File: src/hdl/dftm_pkg.sv
`timescale 1ns / 1ps

package dftm_pkg;

   localparam int IN_DATA_W  = 152;
   localparam int OUT_DATA_W = 56;
   localparam int CSR_ADDR_W = 2;
   localparam int CSR_DATA_W = 48;
   localparam int OUT_CNT_W  = 5;

   localparam logic [CSR_ADDR_W-1:0] CSR_OUR_BSSID      = 2'd0;
   localparam logic [CSR_ADDR_W-1:0] CSR_BSSID_KNOWN    = 2'd1;
   localparam logic [CSR_ADDR_W-1:0] CSR_LOG_THROTTLE   = 2'd2;
   localparam logic [CSR_ADDR_W-1:0] CSR_RECENT_WINDOW  = 2'd3;

   localparam logic [11:0] MIN_FRAME_LEN  = 12'd26;
   localparam logic [1:0]  TYPE_MGMT      = 2'd0;
   localparam logic [3:0]  SUBTYPE_DEAUTH = 4'd12;
   localparam logic [3:0]  SUBTYPE_DISAS  = 4'd10;
   localparam logic [31:0] AGE_HOT_MS     = 32'd1000;
   localparam logic [31:0] AGE_WARM_MS    = 32'd5000;
   localparam logic [31:0] AGE_COOL_MS    = 32'd30000;
   localparam logic [31:0] VOLUME_MS      = 32'd10000;
   localparam logic [6:0]  ATTACK_SCORE   = 7'd70;
   localparam logic [6:0]  SCORE_CAP      = 7'd100;
   localparam logic [6:0]  PTS_VOL_HIGH   = 7'd40;
   localparam logic [6:0]  PTS_VOL_MID    = 7'd25;
   localparam logic [6:0]  PTS_VOL_LOW    = 7'd10;
   localparam logic [6:0]  PTS_TARGETED   = 7'd30;
   localparam logic [4:0]  PTS_REC_HOT    = 5'd30;
   localparam logic [4:0]  PTS_REC_WARM   = 5'd20;
   localparam logic [4:0]  PTS_REC_COOL   = 5'd10;

   localparam int QUEUE_DEPTH = 2;

   typedef struct packed {
      logic [47:0] our_bssid;
      logic        bssid_known;
      logic [15:0] throttle_ms;
      logic [31:0] recent_window_ms;
   } cfg_type;

   typedef struct packed {
      logic        counted;
      logic        logged;
      logic        disassoc;
      logic        targeted;
      logic        total_zero;
      logic [4:0]  rec_pts;
      logic [31:0] total;
      logic [31:0] now_ms;
      logic [47:0] source_mac;
   } work_type;

endpackage

File: src/hdl/deauth_frame_threat_monitor.sv
`timescale 1ns / 1ps

// channel  dir  handshake          payload
// req      in   tvalid/tready      tdata frame summary, tuser action
// rsp      out  tvalid/tready      tdata scores and flags
// csr      in   we                 addr, wdata (no read-back)
//
// Each request passes through the log walker, which visits at most LOG_DEPTH entries;
// the single read port of the log memory walks one entry a cycle.
// The front classifies and keeps counters; a 2-deep queue feeds the walker.
// Reset is synchronous; the log holds nothing after reset.
// rsp stalls hold the walker only at its final step; the front keeps taking
// requests until the queue fills.

module deauth_frame_threat_monitor #(
   parameter int LOG_DEPTH = 16
) (
   input  logic                                clock,
   input  logic                                reset,
   input  logic                                req_tvalid,
   output logic                                req_tready,
   // is_management, frame_control, frame_length, source_mac, frame_bssid, now_ms
   input  logic [dftm_pkg::IN_DATA_W-1:0]      req_tdata,
   // action
   input  logic                                req_tuser,
   output logic                                rsp_tvalid,
   input  logic                                rsp_tready,
   // frame_counted, frame_logged, is_disassoc, is_targeted, total_frames,
   // recent_count, threat_score, under_attack, unique_sources
   output logic [dftm_pkg::OUT_DATA_W-1:0]     rsp_tdata,
   input  logic                                csr_we,
   input  logic [dftm_pkg::CSR_ADDR_W-1:0]     csr_addr,
   input  logic [dftm_pkg::CSR_DATA_W-1:0]     csr_wdata
);

   dftm_pkg::cfg_type  cfg_ff;
   dftm_pkg::work_type push_item, pop_item;
   logic q_full, q_push, q_pop, q_not_empty;

   always_ff @(posedge clock) begin
      if (reset) begin
         cfg_ff.our_bssid        <= 48'd0;
         cfg_ff.bssid_known      <= 1'b0;
         cfg_ff.throttle_ms      <= 16'd500;
         cfg_ff.recent_window_ms <= 32'd10000;
      end else if (csr_we) begin
         case (csr_addr)
            dftm_pkg::CSR_OUR_BSSID:     cfg_ff.our_bssid        <= csr_wdata;
            dftm_pkg::CSR_BSSID_KNOWN:   cfg_ff.bssid_known      <= csr_wdata[0];
            dftm_pkg::CSR_LOG_THROTTLE:  cfg_ff.throttle_ms      <= csr_wdata[15:0];
            dftm_pkg::CSR_RECENT_WINDOW: cfg_ff.recent_window_ms <= csr_wdata[31:0];
            default: begin
            end
         endcase
      end
   end

   dftm_front u_front (
      .clock      (clock),
      .reset      (reset),
      .req_tvalid (req_tvalid),
      .req_tready (req_tready),
      .req_tdata  (req_tdata),
      .req_tuser  (req_tuser),
      .cfg        (cfg_ff),
      .q_full     (q_full),
      .q_push     (q_push),
      .q_item     (push_item)
   );

   dftm_queue u_queue (
      .clock     (clock),
      .reset     (reset),
      .push      (q_push),
      .push_item (push_item),
      .full      (q_full),
      .pop       (q_pop),
      .not_empty (q_not_empty),
      .pop_item  (pop_item)
   );

   dftm_back #(
      .LOG_DEPTH (LOG_DEPTH)
   ) u_back (
      .clock            (clock),
      .reset            (reset),
      .recent_window_ms (cfg_ff.recent_window_ms),
      .q_not_empty      (q_not_empty),
      .q_item           (pop_item),
      .q_pop            (q_pop),
      .rsp_tvalid       (rsp_tvalid),
      .rsp_tready       (rsp_tready),
      .rsp_tdata        (rsp_tdata)
   );

   a_logged_is_counted: assert property (@(posedge clock) disable iff (reset)
      (rsp_tvalid && rsp_tdata[1]) |-> (rsp_tdata[0] && (rsp_tdata[53:49] != 5'd0)))
      else $error("logged response without counted frame or sources");

   a_zero_total_zero_score: assert property (@(posedge clock) disable iff (reset)
      (rsp_tvalid && (rsp_tdata[35:4] == 32'd0)) |-> (rsp_tdata[47:41] == 7'd0))
      else $error("nonzero score with zero total");

   a_attack_needs_score: assert property (@(posedge clock) disable iff (reset)
      (rsp_tvalid && rsp_tdata[48]) |-> (rsp_tdata[47:41] >= dftm_pkg::ATTACK_SCORE))
      else $error("under_attack below threshold");

endmodule

File: src/hdl/dftm_front.sv
`timescale 1ns / 1ps

module dftm_front (
   input  logic                               clock,
   input  logic                               reset,
   input  logic                               req_tvalid,
   output logic                               req_tready,
   input  logic [dftm_pkg::IN_DATA_W-1:0]     req_tdata,
   input  logic                               req_tuser,
   input  dftm_pkg::cfg_type                  cfg,
   input  logic                               q_full,
   output logic                               q_push,
   output dftm_pkg::work_type                 q_item
);

   logic        phase_ff, phase_in;
   logic [31:0] total_ff, total_in;
   logic [31:0] last_frame_ff, last_frame_in;
   logic [31:0] last_log_ff, last_log_in;

   logic        is_mgmt;
   logic [7:0]  fc;
   logic [11:0] flen;
   logic [47:0] src;
   logic [47:0] bss;
   logic [31:0] now;
   logic        examine, hit, pass_throttle;
   logic [31:0] since;

   assign is_mgmt = req_tdata[0];
   assign fc      = req_tdata[8:1];
   assign flen    = req_tdata[20:9];
   assign src     = req_tdata[68:21];
   assign bss     = req_tdata[116:69];
   assign now     = req_tdata[148:117];

   assign req_tready = !q_full;
   assign q_push     = req_tvalid && !q_full;

   always_comb begin
      examine = !req_tuser && is_mgmt;
      phase_in = examine ? !phase_ff : phase_ff;
      hit = examine && phase_ff && (flen >= dftm_pkg::MIN_FRAME_LEN)
            && (fc[3:2] == dftm_pkg::TYPE_MGMT)
            && ((fc[7:4] == dftm_pkg::SUBTYPE_DEAUTH) || (fc[7:4] == dftm_pkg::SUBTYPE_DISAS));
      pass_throttle = (now - last_log_ff) >= {16'd0, cfg.throttle_ms};
      total_in      = hit ? total_ff + 32'd1 : total_ff;
      last_frame_in = hit ? now : last_frame_ff;
      last_log_in   = (hit && pass_throttle) ? now : last_log_ff;
      since         = now - last_frame_in;

      q_item.counted    = hit;
      q_item.logged     = hit && pass_throttle;
      q_item.disassoc   = hit && (fc[7:4] == dftm_pkg::SUBTYPE_DISAS);
      q_item.targeted   = hit && cfg.bssid_known && (bss == cfg.our_bssid);
      q_item.total_zero = (total_in == 32'd0);
      q_item.total      = total_in;
      q_item.now_ms     = now;
      q_item.source_mac = src;
      if (since < dftm_pkg::AGE_HOT_MS) begin
         q_item.rec_pts = dftm_pkg::PTS_REC_HOT;
      end else if (since < dftm_pkg::AGE_WARM_MS) begin
         q_item.rec_pts = dftm_pkg::PTS_REC_WARM;
      end else if (since < dftm_pkg::AGE_COOL_MS) begin
         q_item.rec_pts = dftm_pkg::PTS_REC_COOL;
      end else begin
         q_item.rec_pts = 5'd0;
      end
   end

   always_ff @(posedge clock) begin
      if (reset) begin
         phase_ff      <= 1'b0;
         total_ff      <= 32'd0;
         last_frame_ff <= 32'd0;
         last_log_ff   <= 32'd0;
      end else if (q_push) begin
         phase_ff      <= phase_in;
         total_ff      <= total_in;
         last_frame_ff <= last_frame_in;
         last_log_ff   <= last_log_in;
      end
   end

endmodule

File: src/hdl/dftm_queue.sv
`timescale 1ns / 1ps

module dftm_queue (
   input  logic               clock,
   input  logic               reset,
   input  logic               push,
   input  dftm_pkg::work_type push_item,
   output logic               full,
   input  logic               pop,
   output logic               not_empty,
   output dftm_pkg::work_type pop_item
);

   localparam int PW = $clog2(dftm_pkg::QUEUE_DEPTH);
   localparam int CW = $clog2(dftm_pkg::QUEUE_DEPTH + 1);

   dftm_pkg::work_type slot_ff [dftm_pkg::QUEUE_DEPTH];
   logic [PW-1:0] wr_ff, rd_ff;
   logic [CW-1:0] cnt_ff;

   function automatic logic [PW-1:0] bump(input logic [PW-1:0] p);
      return (p == PW'(dftm_pkg::QUEUE_DEPTH - 1)) ? '0 : p + PW'(1);
   endfunction

   assign full      = (cnt_ff == CW'(dftm_pkg::QUEUE_DEPTH));
   assign not_empty = (cnt_ff != '0);
   assign pop_item  = slot_ff[rd_ff];

   always_ff @(posedge clock) begin
      if (push) begin
         slot_ff[wr_ff] <= push_item;
      end
   end

   always_ff @(posedge clock) begin
      if (reset) begin
         wr_ff  <= '0;
         rd_ff  <= '0;
         cnt_ff <= '0;
      end else begin
         if (push) begin
            wr_ff <= bump(wr_ff);
         end
         if (pop) begin
            rd_ff <= bump(rd_ff);
         end
         if (push && !pop) begin
            cnt_ff <= cnt_ff + CW'(1);
         end else if (pop && !push) begin
            cnt_ff <= cnt_ff - CW'(1);
         end
      end
   end

endmodule

File: src/hdl/dftm_back.sv
`timescale 1ns / 1ps

module dftm_back #(
   parameter int LOG_DEPTH = 16
) (
   input  logic                              clock,
   input  logic                              reset,
   input  logic [31:0]                       recent_window_ms,
   input  logic                              q_not_empty,
   input  dftm_pkg::work_type                q_item,
   output logic                              q_pop,
   output logic                              rsp_tvalid,
   input  logic                              rsp_tready,
   output logic [dftm_pkg::OUT_DATA_W-1:0]   rsp_tdata
);

   localparam int PTR_W = $clog2(LOG_DEPTH);
   localparam int CNT_W = $clog2(LOG_DEPTH + 1);
   localparam int ENT_W = 81;

   localparam logic [1:0] ST_IDLE   = 2'd0;
   localparam logic [1:0] ST_WALK   = 2'd1;
   localparam logic [1:0] ST_FINISH = 2'd2;

   logic [ENT_W-1:0] log_mem [LOG_DEPTH];
   logic [ENT_W-1:0] rd_q;
   logic             mem_we;
   logic [PTR_W-1:0] mem_wa;
   logic [ENT_W-1:0] mem_wd;

   logic [1:0]       state_ff, state_in;
   dftm_pkg::work_type item_ff, item_in;
   logic [CNT_W-1:0] fill_ff, fill_in;
   logic [PTR_W-1:0] head_ff, head_in;
   logic [PTR_W-1:0] rd_ptr_ff, rd_ptr_in;
   logic [CNT_W-1:0] remain_ff, remain_in;
   logic             pend_ff, pend_in;
   logic [PTR_W-1:0] pend_ptr_ff, pend_ptr_in;
   logic [CNT_W-1:0] recent_ff, recent_in;
   logic [CNT_W-1:0] vol_ff, vol_in;
   logic [CNT_W-1:0] uniq_ff, uniq_in;
   logic             tgt_ff, tgt_in;
   logic [LOG_DEPTH-1:0] later_ff, later_in;
   logic             out_valid_ff, out_valid_in;
   logic [dftm_pkg::OUT_DATA_W-1:0] out_data_ff, out_data_in;

   logic             skip;
   logic [PTR_W:0]   slot_sum;
   logic [PTR_W-1:0] slot;
   logic [31:0]      age;
   logic             match;
   logic [CNT_W-1:0] add_new;
   logic [CNT_W-1:0] fin_recent, fin_vol, fin_uniq;
   logic             fin_tgt;
   logic [6:0]       vol_pts, score;
   logic [7:0]       raw_score;

   function automatic logic [PTR_W-1:0] bump(input logic [PTR_W-1:0] p);
      return (p == PTR_W'(LOG_DEPTH - 1)) ? '0 : p + PTR_W'(1);
   endfunction

   assign rsp_tvalid = out_valid_ff;
   assign rsp_tdata  = out_data_ff;

   always_ff @(posedge clock) begin
      if (mem_we) begin
         log_mem[mem_wa] <= mem_wd;
      end
      rd_q <= log_mem[rd_ptr_ff];
   end

   always_comb begin
      state_in     = state_ff;
      item_in      = item_ff;
      fill_in      = fill_ff;
      head_in      = head_ff;
      rd_ptr_in    = rd_ptr_ff;
      remain_in    = remain_ff;
      pend_in      = 1'b0;
      pend_ptr_in  = rd_ptr_ff;
      recent_in    = recent_ff;
      vol_in       = vol_ff;
      uniq_in      = uniq_ff;
      tgt_in       = tgt_ff;
      later_in     = later_ff;
      out_valid_in = out_valid_ff && !rsp_tready;
      out_data_in  = out_data_ff;
      q_pop        = 1'b0;
      mem_we       = 1'b0;
      mem_wd       = {item_ff.targeted, item_ff.source_mac, item_ff.now_ms};

      skip     = q_item.logged && (fill_ff == CNT_W'(LOG_DEPTH));
      slot_sum = {1'b0, head_ff} + {1'b0, fill_ff[PTR_W-1:0]};
      if (fill_ff == CNT_W'(LOG_DEPTH)) begin
         slot = head_ff;
      end else if (slot_sum >= (PTR_W+1)'(LOG_DEPTH)) begin
         slot = PTR_W'(slot_sum - (PTR_W+1)'(LOG_DEPTH));
      end else begin
         slot = slot_sum[PTR_W-1:0];
      end
      mem_wa = slot;

      age   = item_ff.now_ms - rd_q[31:0];
      match = item_ff.logged && (rd_q[79:32] == item_ff.source_mac);

      add_new    = item_ff.logged ? CNT_W'(1) : '0;
      fin_recent = recent_ff + add_new;
      fin_vol    = vol_ff + add_new;
      fin_uniq   = uniq_ff + add_new;
      fin_tgt    = tgt_ff || (item_ff.logged && item_ff.targeted);
      if (7'(fin_vol) >= 7'd10) begin
         vol_pts = dftm_pkg::PTS_VOL_HIGH;
      end else if (7'(fin_vol) >= 7'd5) begin
         vol_pts = dftm_pkg::PTS_VOL_MID;
      end else if (7'(fin_vol) >= 7'd2) begin
         vol_pts = dftm_pkg::PTS_VOL_LOW;
      end else begin
         vol_pts = 7'd0;
      end
      raw_score = {3'd0, item_ff.rec_pts} + {1'b0, vol_pts}
                  + (fin_tgt ? {1'b0, dftm_pkg::PTS_TARGETED} : 8'd0);
      if (item_ff.total_zero) begin
         score = 7'd0;
      end else if (raw_score > {1'b0, dftm_pkg::SCORE_CAP}) begin
         score = dftm_pkg::SCORE_CAP;
      end else begin
         score = raw_score[6:0];
      end

      case (state_ff)
         ST_IDLE: begin
            if (q_not_empty) begin
               q_pop     = 1'b1;
               item_in   = q_item;
               rd_ptr_in = skip ? bump(head_ff) : head_ff;
               remain_in = fill_ff - (skip ? CNT_W'(1) : '0);
               recent_in = '0;
               vol_in    = '0;
               uniq_in   = '0;
               tgt_in    = 1'b0;
               state_in  = ST_WALK;
            end
         end
         ST_WALK: begin
            if (remain_ff != '0) begin
               pend_in   = 1'b1;
               rd_ptr_in = bump(rd_ptr_ff);
               remain_in = remain_ff - CNT_W'(1);
            end else if (!pend_ff) begin
               state_in = ST_FINISH;
            end
            if (pend_ff) begin
               if (age <= recent_window_ms) begin
                  recent_in = recent_ff + CNT_W'(1);
               end
               if (age <= dftm_pkg::VOLUME_MS) begin
                  vol_in = vol_ff + CNT_W'(1);
               end
               if (rd_q[80]) begin
                  tgt_in = 1'b1;
               end
               if (!(later_ff[pend_ptr_ff] || match)) begin
                  uniq_in = uniq_ff + CNT_W'(1);
               end
               if (match) begin
                  later_in[pend_ptr_ff] = 1'b1;
               end
            end
         end
         ST_FINISH: begin
            if (!out_valid_ff || rsp_tready) begin
               out_valid_in = 1'b1;
               out_data_in  = {2'b00,
                               dftm_pkg::OUT_CNT_W'(fin_uniq),
                               (score >= dftm_pkg::ATTACK_SCORE) && fin_tgt,
                               score,
                               dftm_pkg::OUT_CNT_W'(fin_recent),
                               item_ff.total,
                               item_ff.targeted,
                               item_ff.disassoc,
                               item_ff.logged,
                               item_ff.counted};
               if (item_ff.logged) begin
                  mem_we         = 1'b1;
                  later_in[slot] = 1'b0;
                  if (fill_ff == CNT_W'(LOG_DEPTH)) begin
                     head_in = bump(head_ff);
                  end else begin
                     fill_in = fill_ff + CNT_W'(1);
                  end
               end
               state_in = ST_IDLE;
            end
         end
         default: begin
            state_in = ST_IDLE;
         end
      endcase
   end

   always_ff @(posedge clock) begin
      if (reset) begin
         state_ff     <= ST_IDLE;
         fill_ff      <= '0;
         head_ff      <= '0;
         pend_ff      <= 1'b0;
         out_valid_ff <= 1'b0;
         later_ff     <= '0;
      end else begin
         state_ff     <= state_in;
         fill_ff      <= fill_in;
         head_ff      <= head_in;
         pend_ff      <= pend_in;
         out_valid_ff <= out_valid_in;
         later_ff     <= later_in;
      end
   end

   always_ff @(posedge clock) begin
      item_ff     <= item_in;
      rd_ptr_ff   <= rd_ptr_in;
      remain_ff   <= remain_in;
      pend_ptr_ff <= pend_ptr_in;
      recent_ff   <= recent_in;
      vol_ff      <= vol_in;
      uniq_ff     <= uniq_in;
      tgt_ff      <= tgt_in;
      out_data_ff <= out_data_in;
   end

endmodule

File: config.mk
export PLATFORM = sky130hd
export DESIGN_NAME = deauth_frame_threat_monitor
export DESIGN_NICKNAME = d
export VERILOG_FILES = /design/src/hdl/dftm_pkg.sv /design/src/hdl/deauth_frame_threat_monitor.sv /design/src/hdl/dftm_front.sv /design/src/hdl/dftm_queue.sv /design/src/hdl/dftm_back.sv
export SDC_FILE = /design/constraint.sdc
export NUM_CORES = 2
export LEC_CHECK = 0
export ABC_CLOCK_PERIOD_IN_PS = 8950
export BUFFER_PORTS_ARGS = -buffer_cell sky130_fd_sc_hd__buf_2
export CAP_MARGIN = 20
export CORE_AREA = 2 2 397 399
export CTS_CLUSTER_DIAMETER = 100
export DETAILED_ROUTE_END_ITERATION = 10
export DIE_AREA = 0 0 399 401
export PLACE_DENSITY = 0.83
export RECOVER_POWER = 100
export SLEW_MARGIN = 20
export SYNTH_ARGS = -nofsm -noshare
export SYNTH_HDL_FRONTEND = slang
export SYNTH_SLANG_ARGS = --single-unit
File: constraint.sdc
create_clock -name clock -period 8.95 [get_ports clock]
set_input_delay 0.895 -clock clock [delete_from_list [all_inputs] [get_ports clock]]
set_output_delay 0.895 -clock clock [all_outputs]
set_load 0.02 [all_outputs]
Word level (Yosys, flattened, before mapping). Memory sizes are Yosys's and may differ from the RTL's. A register that Yosys moved wholly into a read port is not among the register bits. Cells that the tools add are included.

Memories kept: 2. Logic and storage cells: 235. Bits in read-only memories: 0. Latch bits: 0. Output and inout port bits: 58. Input port bits: 208. RAM bits: 1540. Register bits: 432.

Memory list: u_back.log_mem (words 16, width 81, rd ports 1, clocked after memory_dff 1, write ports 1, line dftm_back.sv:25) `logic [ENT_W-1:0] log_mem [LOG_DEPTH];`; u_queue.slot_ff (words 2, width 122, rd ports 1, clocked after memory_dff 1, write ports 1, line dftm_queue.sv:17) `dftm_pkg::work_type slot_ff [dftm_pkg::QUEUE_DEPTH];`.

$mul: 0. $lt $le $gt $ge: 17. Add/sub/neg operators: 23. Reductions and logical operators: 57. Bitwise logic cells: 5. Divide/modulo/power cells: 0. Equality and inequality tests: 25. Shift operators: 0. Multiplexer cells: 72.

Operators by type and width (count): $eq A48 B48 Y1 (2); $sub A32 B32 Y32 (3); $mux W16 (4); $mux W32 (2); $mux W5 (12); $pmux W5 S2 (4); $mux W4 (9); $add A32 B1 Y32 const B (1); $ge A32 B16 Y1 (1); $le A32 B14 Y1 const B (1); $le A32 B32 Y1 (1); $logic_not A32 Y1 (1); $lt A32 B10 Y1 const B (1); $lt A32 B13 Y1 const B (1); $lt A32 B15 Y1 const B (1); $pmux W16 S2 (1); $mux W7 (4); $reduce_and A4 Y1 (7); $mux W1 (24); $add A5 B1 Y5 const B (4); $logic_and A1 B1 Y1 (19); $and A16 B16 Y16 (1); $eq A4 B4 Y1 const B (4); $ne A2 B1 Y1 const B (8); other kinds (42) (83).

Longest topological paths before layout.
Depth in word-level cells: 13. Mapped depth: 23. Mapped depth without buffers: 23.

Hierarchy. A second synthesis with hierarchy kept.

Cells, all modules: 5634. Area, all modules: 86561.8 um^2.

Modules (own cells, without submodules): dftm_back (area an instance 62934.1 um^2, instances 1, cells each 3457, seq. area each 47235.3 um^2); dftm_front (area an instance 10281.1 um^2, instances 1, cells each 1395, seq. area each 1941.9 um^2); dftm_queue (area an instance 9345.2 um^2, instances 1, cells each 402, seq. area each 7427.1 um^2); deauth_frame_threat_monitor (area an instance 4001.3 um^2, instances 1, cells each 380, seq. area each 1941.9 um^2).

Worst setup path after synthesis. Ideal clock, no wire load.

Kind: input to register. Start: in req_tvalid. End: mem u_queue.slot_ff[0][0] (netlist bit) (enable). Buffers on the path: 1. Cell stages on the path: 3. Data arrival time: 6184 ps. Slack: 2167 ps. Library setup time: 599 ps. Required time: 8351 ps. Cell sequence: nand2_1 clkbuf_1 nor2_1.

Cells in the longest elaborated chain, start to end: 3.

Ends and longest elaborated chain: start, declared (line deauth_frame_threat_monitor.sv:20) `input logic req_tvalid,`; $logic_and A1 B1 Y1 (line dftm_front.sv:38) `assign q_push = req_tvalid && !q_full;`; $mux W1 (line dftm_queue.sv:30) `if (push) begin`; $mux W1 (not written as such) (line dftm_queue.sv:31) `slot_ff[wr_ff] <= push_item;`; end, declared (line dftm_queue.sv:17).

Every way passes these cells.

Worst setup path in the final report.
Start: reg u_back.fill_ff[1]. End: mem u_back.log_mem[3][33] (enable).

Cells in the longest elaborated chain, start to end: 4. Elaborated cells between the ends (all ways): 6. Those cells by class: add/sub: 2; order compare: 1; eq/ne: 1; mux: 2.

Ends and longest elaborated chain: start, declared (line dftm_back.sv:33) `logic [CNT_W-1:0] fill_ff, fill_in;`; start signal, assigned (line dftm_back.sv:211) `fill_ff <= fill_in;`; $add A4 B4 Y5 (line dftm_back.sv:93) `slot_sum = {1'b0, head_ff} + {1'b0, fill_ff[PTR_W-1:0]};`; $sub A4 B1 Y4 or $ge A5 B5 Y1 (tied branches) (line dftm_back.sv:97, dftm_back.sv:96); $mux W4 (line dftm_back.sv:96) `end else if (slot_sum >= (PTR_W+1)'(LOG_DEPTH)) begin`; $mux W4 * (line dftm_back.sv:94) `if (fill_ff == CNT_W'(LOG_DEPTH)) begin`; end, declared (line dftm_back.sv:25).

Mark *: on every way between the ends. The rest lies on a longest branch, timed or not.

==> metrics.txt <==
synth warn 0; first-pass GRT wire length between 300000 and 400000 µm; Final WS setup 1.60 ns; CP top delay family buffers and inverters; asr flop ratio synth 0%; Max FO, Critical Path 40; Rows roughly 150; main flop type after synthesis edfxtp_1; area leader, netlist edfxtp_1; Slew Limit Fails roughly 2300; I/O Buffers 257; clock transition at the registers of the reported paths roughly 0.060 ns; Commonest cells post-synth 1732 x edfxtp_1, 468 x nand2_1, 321 x a21oi_1; io pins 266; Pwr per Cell Area between 300 and 400 nW/µm²; synthesis-to-finish area growth 11.6%; Post-Syn Area approximately 85000 µm²; Setup WS pre-CTS roughly 2.7 ns; largest net degree at the start of global routing between 150 and 200; drc violations 0; largest cells by area after synthesis edfxtp_1 61%, dfxtp_1 7.4%, mux4_2 4.4%; antenna violations before repair 7; final setup vio count 0; DRT iter0 DRCs roughly 6200; clk_lat worst skew ~0.84 ns; cell count after synthesis about 5700; Max stage delay on crit path roughly 1.9 ns; Final Hold Vio Count 0; Syn Area/Cell roughly 15 µm²; Hold Crit Class input port to flop; Slowest cell on crit path nor2_1; GRT Overall Usage roughly 26%; period utilization between 80% and 90%; top cell type's share of synthesized area around 61%; most frequent CP cell nand2_1; dpl hpwl between 100000 and 150000 µm; Leak Pwr between 30 and 40 nW; die extent in y 401 µm; clk root buf clkbuf_16; kind of critical path flop to flop; core area around 160000 µm²; Starting Density between 50 and 60%; # fillers 10913; RSZ-0062 raised after global routing false; H-Tree Depth 4; share of layout cells above drive strength 1 ~14%; GRT overflow 0; Max Cap Viol 54; achievable frequency between 100 and 150 MHz; Startpoint Class flop; CTS tree yes; Placer Congestion roughly 0.93; Min Clock Period, post-route 7.35 ns; Worst Setup End Kind flop; Setup Buffers After CTS 0; CTS Sinks 2045; die area approximately 160000 µm²; vias per cell between 6 and 7; synth unique cells between 90 and 100; WP data required 9.38 ns; Sum Neg Setup Slack 0 ns; VDD IR max ~0.33 mV; number of synthesized flops with an enable pin about 1700; final net count approximately 6400; most frequent cell after synthesis edfxtp_1; count of antenna-violating nets left after detailed routing 0; vias in the first global route roughly 52000; Buf+Inv Stages, Crit Path 2; CTS Buf Count 196; Hold Buf Count CTS 0; clock skew roughly 0.066 ns; Pre-Repair DR Iteration Count 7; failing checks max-capacitance violations, max-slew violations; width of the die approximately 400 µm; #FFs+latches synth just over 2000; total wire length 211000 µm; post-cts resize count 0; DR WL/cell 25.7 µm; WP data arrival between 7 and 8 ns; via count just over 50000; Max Root-Sink Buffers 3; Worst Max-Slew Pin Slew about 4.6 ns; run status complete, but fails checks; Max-slew headroom -205%; sequential fraction of the synthesis area approximately two thirds; worst-path cell chain ha_1 -> a21o_1 -> a21oi_1 -> xnor2_1 -> nand2_1 -> xor2_1 -> nand2_1 -> nor2_1 -> clkbuf_1 -> clkbuf_2
==> cells by family after synthesis <==
group | Yosys count | share of synthesized area, %
flops | 2045 | 68.4
simple gates | 1106 | 6.11
compound gates | 1003 | 7.51
mux | 691 | 10.9
buf+inv | 443 | 1.99
xor+xnor | 245 | 2.52
fa+ha+maj | 175 | 2.63
other cells | 1 | 0.00440
==> cells in the final DEF (no fill, tap or decap), types with 54 or more instances in the layout <==
cell type | netlist | layout
ha_1 | 167 | 167
o21ai_0 | 228 | 230
nand3_1 | 54 | 54
dfxtp_1 | 313 | 313
a221oi_1 | 87 | 87
buf_2 | 5 | 141
a21o_1 | 58 | 58
nand2b_1 | 89 | 89
clkbuf_1 | 214 | 201
a22oi_1 | 86 | 86
mux2i_1 | 320 | 320
edfxtp_1 | 1732 | 1732
mux4_2 | 167 | 167
inv_1 | 174 | 173
xor2_1 | 137 | 137
xnor2_1 | 108 | 108
nor2_1 | 215 | 203
mux2_2 | 203 | 161
a21oi_1 | 321 | 321
clkbuf_16 | 0 | 198
nand2_1 | 468 | 467
==> state kept, by name, indices dropped and copies added, names as in the netlist, 2 cells and up, named ones only <==
name / cells
cfg_ff: 97
u_back.fill_ff: 5
u_back.head_ff: 4
u_back.item_ff: 119
u_back.later_ff: 16
u_back.log_mem: 1296
u_back.pend_ptr_ff: 4
u_back.pend_ptr_in: 4
u_back.rd_q: 81
u_back.recent_ff: 5
u_back.remain_ff: 5
u_back.rsp_tdata: 54
u_back.state_ff: 2
u_back.uniq_ff: 5
u_back.vol_ff: 5
u_front.last_frame_ff: 32
u_front.last_log_ff: 32
u_front.total_ff: 32
u_queue.cnt_ff: 2
u_queue.slot_ff: 238
==> power by group <==
part | switching (mW) | leakage, nW | total, mW | internal, mW
Clock | 3.64 | 3.27 | 8.53 | 4.88
Sequential | 1.25 | 18.3 | 13.6 | 12.3
Combinational | 5.01 | 10.7 | 8.48 | 3.47
==> final timing paths <==
kind,to,start,slack [ns],cells past startpoint
hold / removal,u_queue.slot_ff[0][13],req_tdata[34],0.24,1
setup reg to reg,u_back.log_mem[3][33],u_back.fill_ff[1],1.60,10
hold reg to reg,u_back.rsp_tdata[31],u_back.item_ff[107],0.41,0
setup / recovery,u_back.log_mem[3][33],u_back.fill_ff[1],1.60,10
==> metal layers <==
metal / GRT usage [%] / routed length, µm / up-vias
met5: 0 / 23 / -
met4: 10.5 / 8450 / 4
met3: 4.74 / 18300 / 533
met2: 43.5 / 105000 / 2844
met1: 33.5 / 79200 / 25443
li1: - / - / 22345
==> worst reg2reg max path, delay by kind of cell, from the launching register on <==
family,cells,cell delay (ns)
AND/OR/NAND/NOR,3,2.25
flip-flops,1,0.48
XOR/XNOR,2,0.45
AO/OA/AOI/OAI,2,0.35
adder cells (fa/ha/maj),1,0.29
buffers and inverters,2,3.11
==> stage by stage <==
stage | cell area (µm²) | cells | hold WS (ns) | power, mW | util (%)
CTS | 95600 | 8200 | 0.183 | 30.4 | 61.4
floorplan | 85200 | 5710 | 0.375 | 19.1 | -
global route | 95100 | 8204 | 0.210 | 31.8 | 61.1
detailed placement | 88900 | 7828 | 0.405 | 21.8 | 57.1
global placement | 88900 | 7828 | 0.405 | 21.3 | 57.1
finish | 95100 | 8206 | 0.244 | 30.6 | 61.1
==> area by class of cell <==
class                           count  area (µm²)  area share, %
Antenna cell                        5        12.5         0.0132
Clock buffer                      266        5440           5.72
Clock inverter                    106        1280           1.35
Inverter                          177         666          0.700
Multi-Input combinational cell   3222       25300           26.6
Sequential cell                  2045       58300           61.3
Tap cell                         2058        2570           2.71
Timing Repair Buffer              327        1540           1.62
(Power assumes the default switching activity.)
